--- src/hw/rtl/ibd_pkg.sv ---
// Package: shared types and constants for the integrating button debounce block.
package ibd_pkg;

  localparam int unsigned LimitBits    = 8;
  localparam int unsigned PhaseBits    = 10;
  localparam int unsigned MsBits       = 10;
  localparam int unsigned DurationBits = 26;
  localparam int unsigned CfgIdxBits   = 2;
  localparam int unsigned CfgDataBits  = 10;

  // Configuration register indexes
  localparam logic [CfgIdxBits-1:0] CFG_INTEGRATE_LIMIT = 2'd0;
  localparam logic [CfgIdxBits-1:0] CFG_ACTIVE_LEVEL    = 2'd1;
  localparam logic [CfgIdxBits-1:0] CFG_REPORT_INTERVAL = 2'd2;
  localparam logic [CfgIdxBits-1:0] CFG_MS_PER_TICK     = 2'd3;

  // Event kinds
  localparam logic KIND_RELEASED = 1'b0;
  localparam logic KIND_HELD     = 1'b1;

  typedef struct packed {
    logic [LimitBits-1:0] integrate_limit;
    logic                 active_level;
    logic [PhaseBits-1:0] report_interval;
  } ibd_cfg_t;

  typedef struct packed {
    logic [LimitBits-1:0] integ;
    logic                 pressed;
    logic [PhaseBits-1:0] phase;
  } ibd_ctl_t;

  typedef struct packed {
    logic emit;
    logic kind;
    logic pressed;
  } ibd_evt_t;

endpackage

--- src/hw/rtl/ibd_step.sv ---
// Next-state and report decision for one sample tick.
module ibd_step #(
  parameter int unsigned TICK_COUNT_BITS = 16
) (
  input  ibd_pkg::ibd_cfg_t          cfg,
  input  logic                       sample_level,
  input  ibd_pkg::ibd_ctl_t          cur,
  input  logic [TICK_COUNT_BITS-1:0] held_cur,
  output ibd_pkg::ibd_ctl_t          nxt,
  output logic [TICK_COUNT_BITS-1:0] held_nxt,
  output ibd_pkg::ibd_evt_t          evt,
  output logic [TICK_COUNT_BITS-1:0] held_rep
);
  import ibd_pkg::*;

  logic                       sample_pressed;
  logic                       changed;
  logic [LimitBits-1:0]       integ_inc;
  logic [PhaseBits-1:0]       phase_inc;
  logic [TICK_COUNT_BITS-1:0] held_adv;

  always_comb begin
    sample_pressed = (sample_level == cfg.active_level);
    changed        = 1'b0;
    nxt            = cur;
    integ_inc      = cur.integ + LimitBits'(1);

    if (sample_pressed) begin
      if (cur.integ < cfg.integrate_limit) begin
        nxt.integ = integ_inc;
        if (integ_inc >= cfg.integrate_limit) begin
          changed     = !cur.pressed;
          nxt.pressed = 1'b1;
          nxt.integ   = cfg.integrate_limit;
        end
      end
    end else if (cur.integ != '0) begin
      nxt.integ = cur.integ - LimitBits'(1);
      if (cur.integ == LimitBits'(1)) begin
        changed     = cur.pressed;
        nxt.pressed = 1'b0;
      end
    end

    // Count held ticks, saturating, and advance the wrapping report phase
    held_adv  = held_cur;
    phase_inc = cur.phase + PhaseBits'(1);
    if (nxt.pressed) begin
      if (held_cur != '1) begin
        held_adv = held_cur + TICK_COUNT_BITS'(1);
      end
      nxt.phase = (phase_inc >= cfg.report_interval) ? '0 : phase_inc;
    end

    held_nxt    = held_adv;
    held_rep    = held_adv;
    evt.emit    = 1'b0;
    evt.kind    = KIND_RELEASED;
    evt.pressed = nxt.pressed;

    if (changed && !nxt.pressed) begin
      evt.emit  = 1'b1;
      evt.kind  = KIND_RELEASED;
      held_nxt  = '0;
      nxt.phase = '0;
    end else if (nxt.pressed && !changed && nxt.phase == '0) begin
      evt.emit = 1'b1;
      evt.kind = KIND_HELD;
    end
  end

endmodule

--- src/hw/rtl/integrating_button_debounce.sv ---
// Top level: integrating button debouncer with press-duration reports.
//
//  channel | dir | handshake              | payload
//  --------+-----+------------------------+--------------------------------------
//  in_     | in  | in_tvalid / in_tready  | tdata: sample_level
//  out_    | out | out_tvalid / out_tready| tdata: debounced_pressed, duration_ms
//          |     |                        | tuser: event_kind
//  cfg_    | in  | cfg_wr_en              | cfg_index, cfg_wdata
//
// One item is accepted every cycle while in_tready is high; debounce state updates at the accepting edge.
// A report passes through the report register, which loads at its accepting edge, and then
// the output register, which drives out_tvalid and loads when it can advance, after the duration
// multiply (held ticks times ms_per_tick).
// in_tready drops only while both stages are full and out_tready is low.
// rst_n is synchronous; reset loads the register defaults and clears the control state and valid flags.
module integrating_button_debounce #(
  parameter int unsigned TICK_COUNT_BITS = 16
) (
  input  logic                             clk,
  input  logic                             rst_n,
  input  logic                             in_tvalid,
  output logic                             in_tready,
  input  logic [7:0]                       in_tdata,   // [0] sample_level
  output logic                             out_tvalid,
  input  logic                             out_tready,
  output logic [31:0]                      out_tdata,  // [0] debounced_pressed,
                                                       // [26:1] duration_ms
  output logic                             out_tuser,  // [0] event_kind
  input  logic                             cfg_wr_en,
  input  logic [ibd_pkg::CfgIdxBits-1:0]   cfg_index,
  input  logic [ibd_pkg::CfgDataBits-1:0]  cfg_wdata
);
  import ibd_pkg::*;

  localparam int unsigned ProdRaw  = TICK_COUNT_BITS + MsBits;
  localparam int unsigned ProdBits = (ProdRaw > DurationBits) ? ProdRaw : DurationBits;

  ibd_cfg_t                   cfg_r;
  logic [MsBits-1:0]          ms_per_tick_r;
  ibd_ctl_t                   ctl_r;
  ibd_ctl_t                   ctl_nxt;
  logic [TICK_COUNT_BITS-1:0] held_r;
  logic [TICK_COUNT_BITS-1:0] held_nxt;
  logic [TICK_COUNT_BITS-1:0] held_rep;
  ibd_evt_t                   evt;

  logic                       rep_vld_r;
  logic                       rep_kind_r;
  logic                       rep_pressed_r;
  logic [TICK_COUNT_BITS-1:0] rep_held_r;

  logic                       out_vld_r;
  logic                       out_kind_r;
  logic                       out_pressed_r;
  logic [DurationBits-1:0]    out_dur_r;

  logic                       adv_out;
  logic                       accept;
  logic [ProdBits-1:0]        prod;

  ibd_step #(
    .TICK_COUNT_BITS(TICK_COUNT_BITS)
  ) u_step (
    .cfg          (cfg_r),
    .sample_level (in_tdata[0]),
    .cur          (ctl_r),
    .held_cur     (held_r),
    .nxt          (ctl_nxt),
    .held_nxt     (held_nxt),
    .evt          (evt),
    .held_rep     (held_rep)
  );

  assign adv_out   = !out_vld_r || out_tready;
  assign in_tready = !rep_vld_r || adv_out;
  assign accept    = in_tvalid && in_tready;
  assign prod      = ProdBits'(rep_held_r) * ProdBits'(ms_per_tick_r);

  always_ff @(posedge clk) begin
    if (!rst_n) begin
      cfg_r.integrate_limit <= LimitBits'(10);
      cfg_r.active_level    <= 1'b0;
      cfg_r.report_interval <= PhaseBits'(100);
      ms_per_tick_r         <= MsBits'(10);
    end else if (cfg_wr_en) begin
      unique case (cfg_index)
        CFG_INTEGRATE_LIMIT: cfg_r.integrate_limit <= cfg_wdata[LimitBits-1:0];
        CFG_ACTIVE_LEVEL:    cfg_r.active_level    <= cfg_wdata[0];
        CFG_REPORT_INTERVAL: cfg_r.report_interval <= cfg_wdata[PhaseBits-1:0];
        CFG_MS_PER_TICK:     ms_per_tick_r         <= cfg_wdata[MsBits-1:0];
        default: ;
      endcase
    end
  end

  always_ff @(posedge clk) begin
    if (!rst_n) begin
      ctl_r     <= '0;
      held_r    <= '0;
      rep_vld_r <= 1'b0;
      out_vld_r <= 1'b0;
    end else begin
      if (accept) begin
        ctl_r     <= ctl_nxt;
        held_r    <= held_nxt;
        rep_vld_r <= evt.emit;
      end else if (adv_out) begin
        rep_vld_r <= 1'b0;
      end
      if (adv_out) begin
        out_vld_r <= rep_vld_r;
      end
    end
  end

  // Payload registers: hold while stalled
  always_ff @(posedge clk) begin
    if (accept) begin
      rep_kind_r    <= evt.kind;
      rep_pressed_r <= evt.pressed;
      rep_held_r    <= held_rep;
    end
    if (adv_out) begin
      out_kind_r    <= rep_kind_r;
      out_pressed_r <= rep_pressed_r;
      out_dur_r     <= prod[DurationBits-1:0];
    end
  end

  assign out_tvalid = out_vld_r;
  assign out_tuser  = out_kind_r;
  assign out_tdata  = {5'b0, out_dur_r, out_pressed_r};

`ifndef SYNTHESIS
  a_held_is_pressed: assert property (@(posedge clk) disable iff (!rst_n)
    out_tvalid && out_tuser == KIND_HELD |-> out_tdata[0])
    else $error("held report without pressed state");

  a_release_is_released: assert property (@(posedge clk) disable iff (!rst_n)
    out_tvalid && out_tuser == KIND_RELEASED |-> !out_tdata[0])
    else $error("release report with pressed state");

  a_idle_counts_clear: assert property (@(posedge clk) disable iff (!rst_n)
    !ctl_r.pressed |-> held_r == '0 && ctl_r.phase == '0)
    else $error("held count or phase not clear while released");

  a_press_starts_count: assert property (@(posedge clk) disable iff (!rst_n)
    $rose(ctl_r.pressed) |-> held_r == TICK_COUNT_BITS'(1))
    else $error("held count wrong on press");
`endif

endmodule
--- config.mk ---
export PLATFORM = sky130hd
export DESIGN_NAME = integrating_button_debounce
export DESIGN_NICKNAME = d
export VERILOG_FILES = /design/src/hw/rtl/ibd_pkg.sv /design/src/hw/rtl/ibd_step.sv /design/src/hw/rtl/integrating_button_debounce.sv
export SDC_FILE = /design/constraint.sdc
export NUM_CORES = 1
export LEC_CHECK = 0
export ABC_AREA = 0
export BUFFER_PORTS_ARGS = -buffer_cell sky130_fd_sc_hd__buf_4
export CAP_MARGIN = 30
export CORE_MARGIN = 2
export CORE_UTILIZATION = 50
export DETAILED_ROUTE_END_ITERATION = 10
export GPL_TIMING_DRIVEN = 0
export PLACE_DENSITY = 0.67
export SYNTH_ARGS = -nofsm -noshare
export SYNTH_HDL_FRONTEND = slang
export SYNTH_HIERARCHICAL = 1
export SYNTH_SLANG_ARGS = --single-unit
export TNS_END_PERCENT = 100
--- constraint.sdc ---
create_clock -name clk -period 17.6 [get_ports clk]
set_clock_uncertainty 0.15 [all_clocks]
set_input_delay 1.76 -clock clk [delete_from_list [all_inputs] [get_ports clk]]
set_output_delay 1.76 -clock clk [all_outputs]
set_load 0.05 [all_outputs]
==> results.ini, run 1 <==
[run_status]
status = complete, no violations

[grt]
grt_pass1_vias = 8638
grt_pass1_wl_um = 43000
grt_max_degree = 25
grt_remaining_overflow = 0
grt_usage_pct = 22.4
antenna_found_initial = 0

[drt]
vias = 8865
drt-initial-drc-count = 533
detail-route-antenna-nets = 0
post_drt_via_cell_ratio = 5.37
wl_per_cell_um = 15.9
wl_um = 26300
firstDrtPassIters = 5
drc = 0

[setup_path]
cp_slowest_cell = fa_1
endpoint_kind = flop
cpMostUsedCell = fa_1
r2r_cells = 19
worstPathRequired_ps = 17570
startpoint_type = flop
path_cells = clkbuf_1 -> clkbuf_1 -> nand2_1 -> fa_1 -> inv_1 -> fa_1 -> inv_1 -> fa_1 -> inv_1 -> fa_1 -> fa_1 -> ha_1 -> a21o_1 -> a21o_1 -> a21o_1 -> a221o_1 -> o21ai_1 -> a221oi_1 -> xnor2_1
cp.arrival_ps = 6360
cpPeakStageDelay_ps = 580
cp_max_fo = 10
worstSetupPathType = flop to flop

[synthesis]
synthesis.area_mm2 = 0.0115
synth_cells = 1298
synthTopCellsByArea = fa_1, edfxtp_1, dfxtp_1
synthSimpleGateAreaFrac_pct = 21.3
synth-xor-area-share_pct = 3.96
yosysTopAreaCellShare_pct = 19.2
synth_area_per_cell_um2 = 8.84
synth_compound_area_share_pct = 12.2
synth_seq_cells = 112
synth_edf_count = 46
synth_area_leader_cell = fa_1
yosys_warnings = 6
synth_top_family_by_area = adder cells
async_flop_share_pct = 0
synthAdderAreaFrac_pct = 29.3
yosysSeqAreaShare_pct = 23.6
synth_cell_types = 82
ys.flop_type = dfxtp_1
synthMuxAreaShare_pct = 1.94

[final_layout]
drive_above_1_share_pct = 9.08
fillers = 2118
final_nets = 1589
seqCellArea_mm2 = 0.00270
stdcell_count = 1651
syn_to_final_growth_pct = 9.26
multiInputGateArea_mm2 = 0.00790
diodes = 0

[sta]
holdWs_ps = 272
rsz0062_at_grt = no
fin_crit_sh_pct = 36.3
fmax_mhz = 157
setup_viol = 0
worst_slew_pin_slew_ps = 785
min_period_ps = 6390
drv_slew = 0
hold_viol = 0
slew_headroom_pct = 47.0
tns_ps = 0

[floorplanning]
num_io_pins = 60
fp-row-count = 55
die_w_um = 155
core_area_mm2 = 0.0226
initial_utilization_pct = 50.8
fp.dieH_um = 155
die_area_mm2 = 0.0242

[clock_network]
clk_path_buf_depth = 2
cts_tree = built
cts_resized = 0
cts_buffers = 9
clk_pin_slew_ps = 90
cts-hold-fix-buffers = 0
clock_sinks = 112
clkLatencyLatePin_ps = 370
post_cts_buffers = 0
cts-root-buf = clkbuf_16
cts_max_level = 3

[power_and_ir_drop]
ir_worst_vdd_uv = 55.8
p_leak_nw = 5.82
powerDensity_mw_per_mm2 = 99.5

[flow_run]
cap_violations = 0

[placed_design]
place_inst = 1635
place.gp.congestion = 0.896
io_buffers = 46
dp_hpwl_um = 20400

[worst_hold_path]
hp-class = flop to flop
min_path_cells = 0

[metrics by stage]
step	power, mW	worst slack [ps]	cell area [um2]	util, %
floorplan	0.870	11900	11500	-
global placement	1.02	11370	12200	54.0
detailed placement	1.03	11250	12200	54.2
CTS	1.25	11230	12500	55.5
global route	1.34	10940	12500	55.5
finish	1.25	11210	12500	55.5
[synth_stat cells (all sizes together), types with 22 or more instances]
master and instances:
dfxtp 66, a21oi 38, nand3 28, xor2 24, clkbuf 54, ha 93
inv 137, edfxtp 46, fa 110, and2 84, nor2 44, a21boi 51
nand2 264, buf 22, xnor2 27
[state kept, by name, summed over array words and instances (netlist names)]
register / cells
rep_held_r: 16
out_dur_r: 26
ctl_r: 19
rep_vld_r: 1
out_pressed_r: 1
out_tvalid: 1
rep_kind_r: 1
held_r: 16
out_tuser: 1
rep_pressed_r: 1
cfg_r: 19
ms_per_tick_r: 10
[layer usage]
metal	track usage (%)	vias up	part of all wire (%)
met2	39.3	205	49
met3	3.96	40	4.4
met4	5.20	0	1.6
met5	0	-	0
met1	28.8	4241	45
li1	-	4379	-
[worst max-delay path: cells and delay by family (launching register included)]
kind,cells,cell delay (ps)
xor gates and xnor gates,1,150
AOI/OAI and AO/OA,6,1460
and+or+nand+nor,1,180
buffers and inverters,5,940
DFF,1,310
adders and majority gates,6,2930
[placed cells by master, fill, tap and decap left out, drive strengths merged, types with 3 or more instances in the layout]
cell,n
a211oi,5
a21boi,51
a21o,18
a21oi,38
a221o,3
a221oi,4
a311oi,4
a31oi,10
a32o,5
and2,84
and3,9
and4,3
buf,70
clkbuf,63
clkinv,3
conb,5
dfxtp,66
edfxtp,46
fa,110
ha,93
inv,142
mux2i,20
nand2,264
nand2b,8
nand3,28
nand3b,3
nand4,9
nor2,44
nor2b,11
nor3,16
nor3b,5
nor4,8
o21a,3
o21ai,21
o21bai,5
or2,6
or3,3
xnor2,27
xor2,24
[path summary, 6_finish.rpt]
check | from | to | slack, ps
hold / removal | rep_pressed_r$_DFFE_PP_ | out_pressed_r$_DFFE_PP_ | 270
setup / recovery | ms_per_tick_r[3]$_SDFFE_PN1P_ | out_dur_r[25]$_DFFE_PP_ | 11210
hold reg to reg | rep_pressed_r$_DFFE_PP_ | out_pressed_r$_DFFE_PP_ | 270
setup reg to reg | ms_per_tick_r[3]$_SDFFE_PN1P_ | out_dur_r[25]$_DFFE_PP_ | 11210
[where the power goes]
group	internal, mW	switching, mW
Sequential	0.321	0.0234
Clock	0.103	0.112
Combinational	0.258	0.430
Total	0.681	0.565
[cells by family after synthesis]
kind of cell | count (synthesis)
simple gates | 506
other cells | 1
buf+inv | 214
compound gates | 189
fa+ha+maj | 203
flops | 112
mux | 22
xor+xnor | 51
[cell type report]
type / instances / share of cell area, %
sequential: 112 / 21.6
tap: 285 / 2.85
clock buffer: 9 / 1.80
multi-input combinational: 976 / 63.0
clock inverter: 7 / 0.619
inverter: 138 / 4.13
timing repair buffer: 48 / 3.09
buffer: 76 / 2.92
(Power assumes the default switching activity.)
==> run 2: changes to the inputs <==
Settings changed: ABC_AREA 0 to 1.
Clock period 17.6 ns to 6.32 ns, I/O delays scaled along.
==> run 2 against run 1 <==
Against the previous run: synthesized cell count increased by 28%; cell count increased by 25%; critical path depth increased by 1; highest routed layer unchanged; sequential power increased to 2.8 times the previous value.
==> results.ini, run 2 <==
[setup_path]
worstPathRequired_ps = 6310
r2r_cells = 20
cp.arrival_ps = 5750
cp_max_fo = 10
r2r_slack_ps = 560
timing.rr.start = ms_per_tick_r[6]$_SDFFE_PN0P_
endpoint_kind = flop
worstSetupPathType = flop to flop
startpoint_type = flop
r2r-end = out_dur_r[18]$_DFFE_PP_

[flow_run]
cap_violations = 0

[clock_network]
clock_sinks = 112
cts_max_level = 3
cts_buffers = 9
cts_tree = built
post_cts_buffers = 0
cts_resized = 0
clkLatencyLatePin_ps = 380
cts-root-buf = clkbuf_16
clk_path_buf_depth = 2
cts-hold-fix-buffers = 0
clk_pin_slew_ps = 80

[floorplanning]
initial_utilization_pct = 50.4
num_io_pins = 60
die_w_um = 160
die_area_mm2 = 0.0256
fp.dieH_um = 160
core_area_mm2 = 0.0241
fp-row-count = 57

[final_layout]
syn_to_final_growth_pct = 8.78
top_regs = out_dur_r (26), cfg_r (19), ctl_r (19)
final_cell_mix = nand2_1, inv_1, nor2_1
diodes = 0
final_nets = 1956
drive_above_1_share_pct = 10.2
largest_reg_flops = 26
fillers = 2327
layout_commonest_cell = nand2_1
regMostFlops = out_dur_r

[drt]
wl_um = 28200
wl_per_cell_um = 13.7
detail-route-antenna-nets = 0
dr_wl_met2_um = 13800
post_drt_via_cell_ratio = 4.90
drc = 0
drt-initial-drc-count = 573
m1WireLength_um = 12400
vias = 10100
wl_met3_um = 1190
top_layer = met4
firstDrtPassIters = 7

[power_and_ir_drop]
p_leak_nw = 7.35
powerDensity_mw_per_mm2 = 257
ir_worst_vdd_uv = 207
power_mw = 3.39

[synthesis]
ys.flop_type = dfxtp_1
synth_edf_count = 46
synth_area_per_cell_um2 = 7.29
synth_cell_types = 45
synth_common_cells = nand2_1, inv_1, nor2_1
synth_seq_cells = 112
async_flop_share_pct = 0
synthesis.area_mm2 = 0.0122
synthTopCellsByArea = fa_1, nand2_1, edfxtp_1
yosysTopAreaCellShare_pct = 18.1
synth_cells = 1667
synth.most_common_cell = nand2_1
yosys_warnings = 6
synth_area_leader_cell = fa_1
yosysSeqAreaShare_pct = 22.2

[sta]
setup_viol = 0
fin_crit_sh_pct = 91.2
min_period_ps = 5760
holdWs_ps = 297
slew_headroom_pct = 44.0
fmax_mhz = 173
tns_ps = 0
hold_viol = 0
worst_slew_pin_slew_ps = 837
drv_slew = 0
rsz0062_at_grt = no

[grt]
grt_pass1_wl_um = 48300
grt_remaining_overflow = 0
antenna_found_initial = 0
grt_max_degree = 30
grt_usage_pct = 23.3
grt_pass1_vias = 10000

[worst_hold_path]
min_path_cells = 0
hold_path_end = out_pressed_r$_DFFE_PP_
hp-class = flop to flop
hp-start = rep_pressed_r$_DFFE_PP_

[placed_design]
place.gp.congestion = 0.906
io_buffers = 46
dp_hpwl_um = 22700

[run_status]
status = complete, no violations

run 2: cell types whose count changed after synthesis, sizes merged, moves of 51 or more:
cell	delta
nand2	+178
nor2	+155
a21boi	-51
inv	+224
o21ai	+69
and2	-81
run 2: metrics by stage:
step / utilization (%) / worst slack (ps) / instance area, um2 / cells
after global placement: 53.6 / 586 / 12900 / 2041
after floorplan: - / 1300 / 12200 / 1671
after CTS: 54.9 / 542 / 13200 / 2057
after detailed placement: 53.6 / 556 / 12900 / 2041
final: 54.9 / 556 / 13200 / 2057
after global routing: 54.9 / 219 / 13200 / 2057
run 2: metal layers:
metal / vias to the layer above / track usage (%)
li1: 5119 / -
met3: 57 / 3.43
met1: 4672 / 28.9
met4: 0 / 7.90
met5: - / 0
met2: 241 / 41.4
run 2: cell families after synthesis:
logic type                 share of synthesized area [%]
AOI/OAI and AO/OA                                   5.84
xor gates and xnor gates                            3.60
adders and majority gates                           27.7
buffers and inverters                               13.8
DFF                                                 22.2
other                                             0.0308
and+or+nand+nor                                     26.9
run 2: how the worst max path moves through the flow:
stage	startpoint	end	slack (ps)	cells after the start
floorplan	ms_per_tick_r[6]$_SDFFE_PN0P_	out_dur_r[18]$_DFFE_PP_	1300	20
global placement	ms_per_tick_r[6]$_SDFFE_PN0P_	out_dur_r[18]$_DFFE_PP_	590	20
detailed placement	ms_per_tick_r[6]$_SDFFE_PN0P_	out_dur_r[18]$_DFFE_PP_	560	20
CTS	ms_per_tick_r[6]$_SDFFE_PN0P_	out_dur_r[18]$_DFFE_PP_	540	20
global route	ms_per_tick_r[8]$_SDFFE_PN0P_	out_dur_r[20]$_DFFE_PP_	220	22
finish	ms_per_tick_r[6]$_SDFFE_PN0P_	out_dur_r[18]$_DFFE_PP_	560	20
run 2: power breakdown:
part	leakage (nW)	switching [mW]	internal (mW)
registers	1.04	0.0564	0.900
logic	6.17	1.23	0.612
clock network	0.140	0.316	0.282
total	7.35	1.60	1.79
run 2: worst max-delay path, cell delays in order, from the launching register on:
cell,delay [ps]
dfxtp_1,320
clkbuf_1,390
clkbuf_1,530
nand2_1,170
fa_1,560
inv_1,50
fa_1,470
fa_1,530
fa_1,560
inv_1,60
fa_1,520
inv_1,40
ha_1,370
nand2_2,160
inv_1,70
a21oi_2,180
inv_1,70
a21oi_1,160
nand2_1,70
nand2_1,60
nand2_1,50
run 2: final cells by class:
| class | count | area, um2 | share of cell area (%) |
|---|---|---|---|
| inverter | 365 | 1370 | 10.4 |
| clock inverter | 7 | 73.8 | 0.558 |
| sequential | 112 | 2700 | 20.4 |
| buffer | 64 | 302 | 2.28 |
| clock buffer | 9 | 225 | 1.70 |
| timing repair buffer | 46 | 345 | 2.61 |
| tap | 324 | 405 | 3.07 |
| multi-input combinational | 1130 | 7800 | 59.0 |
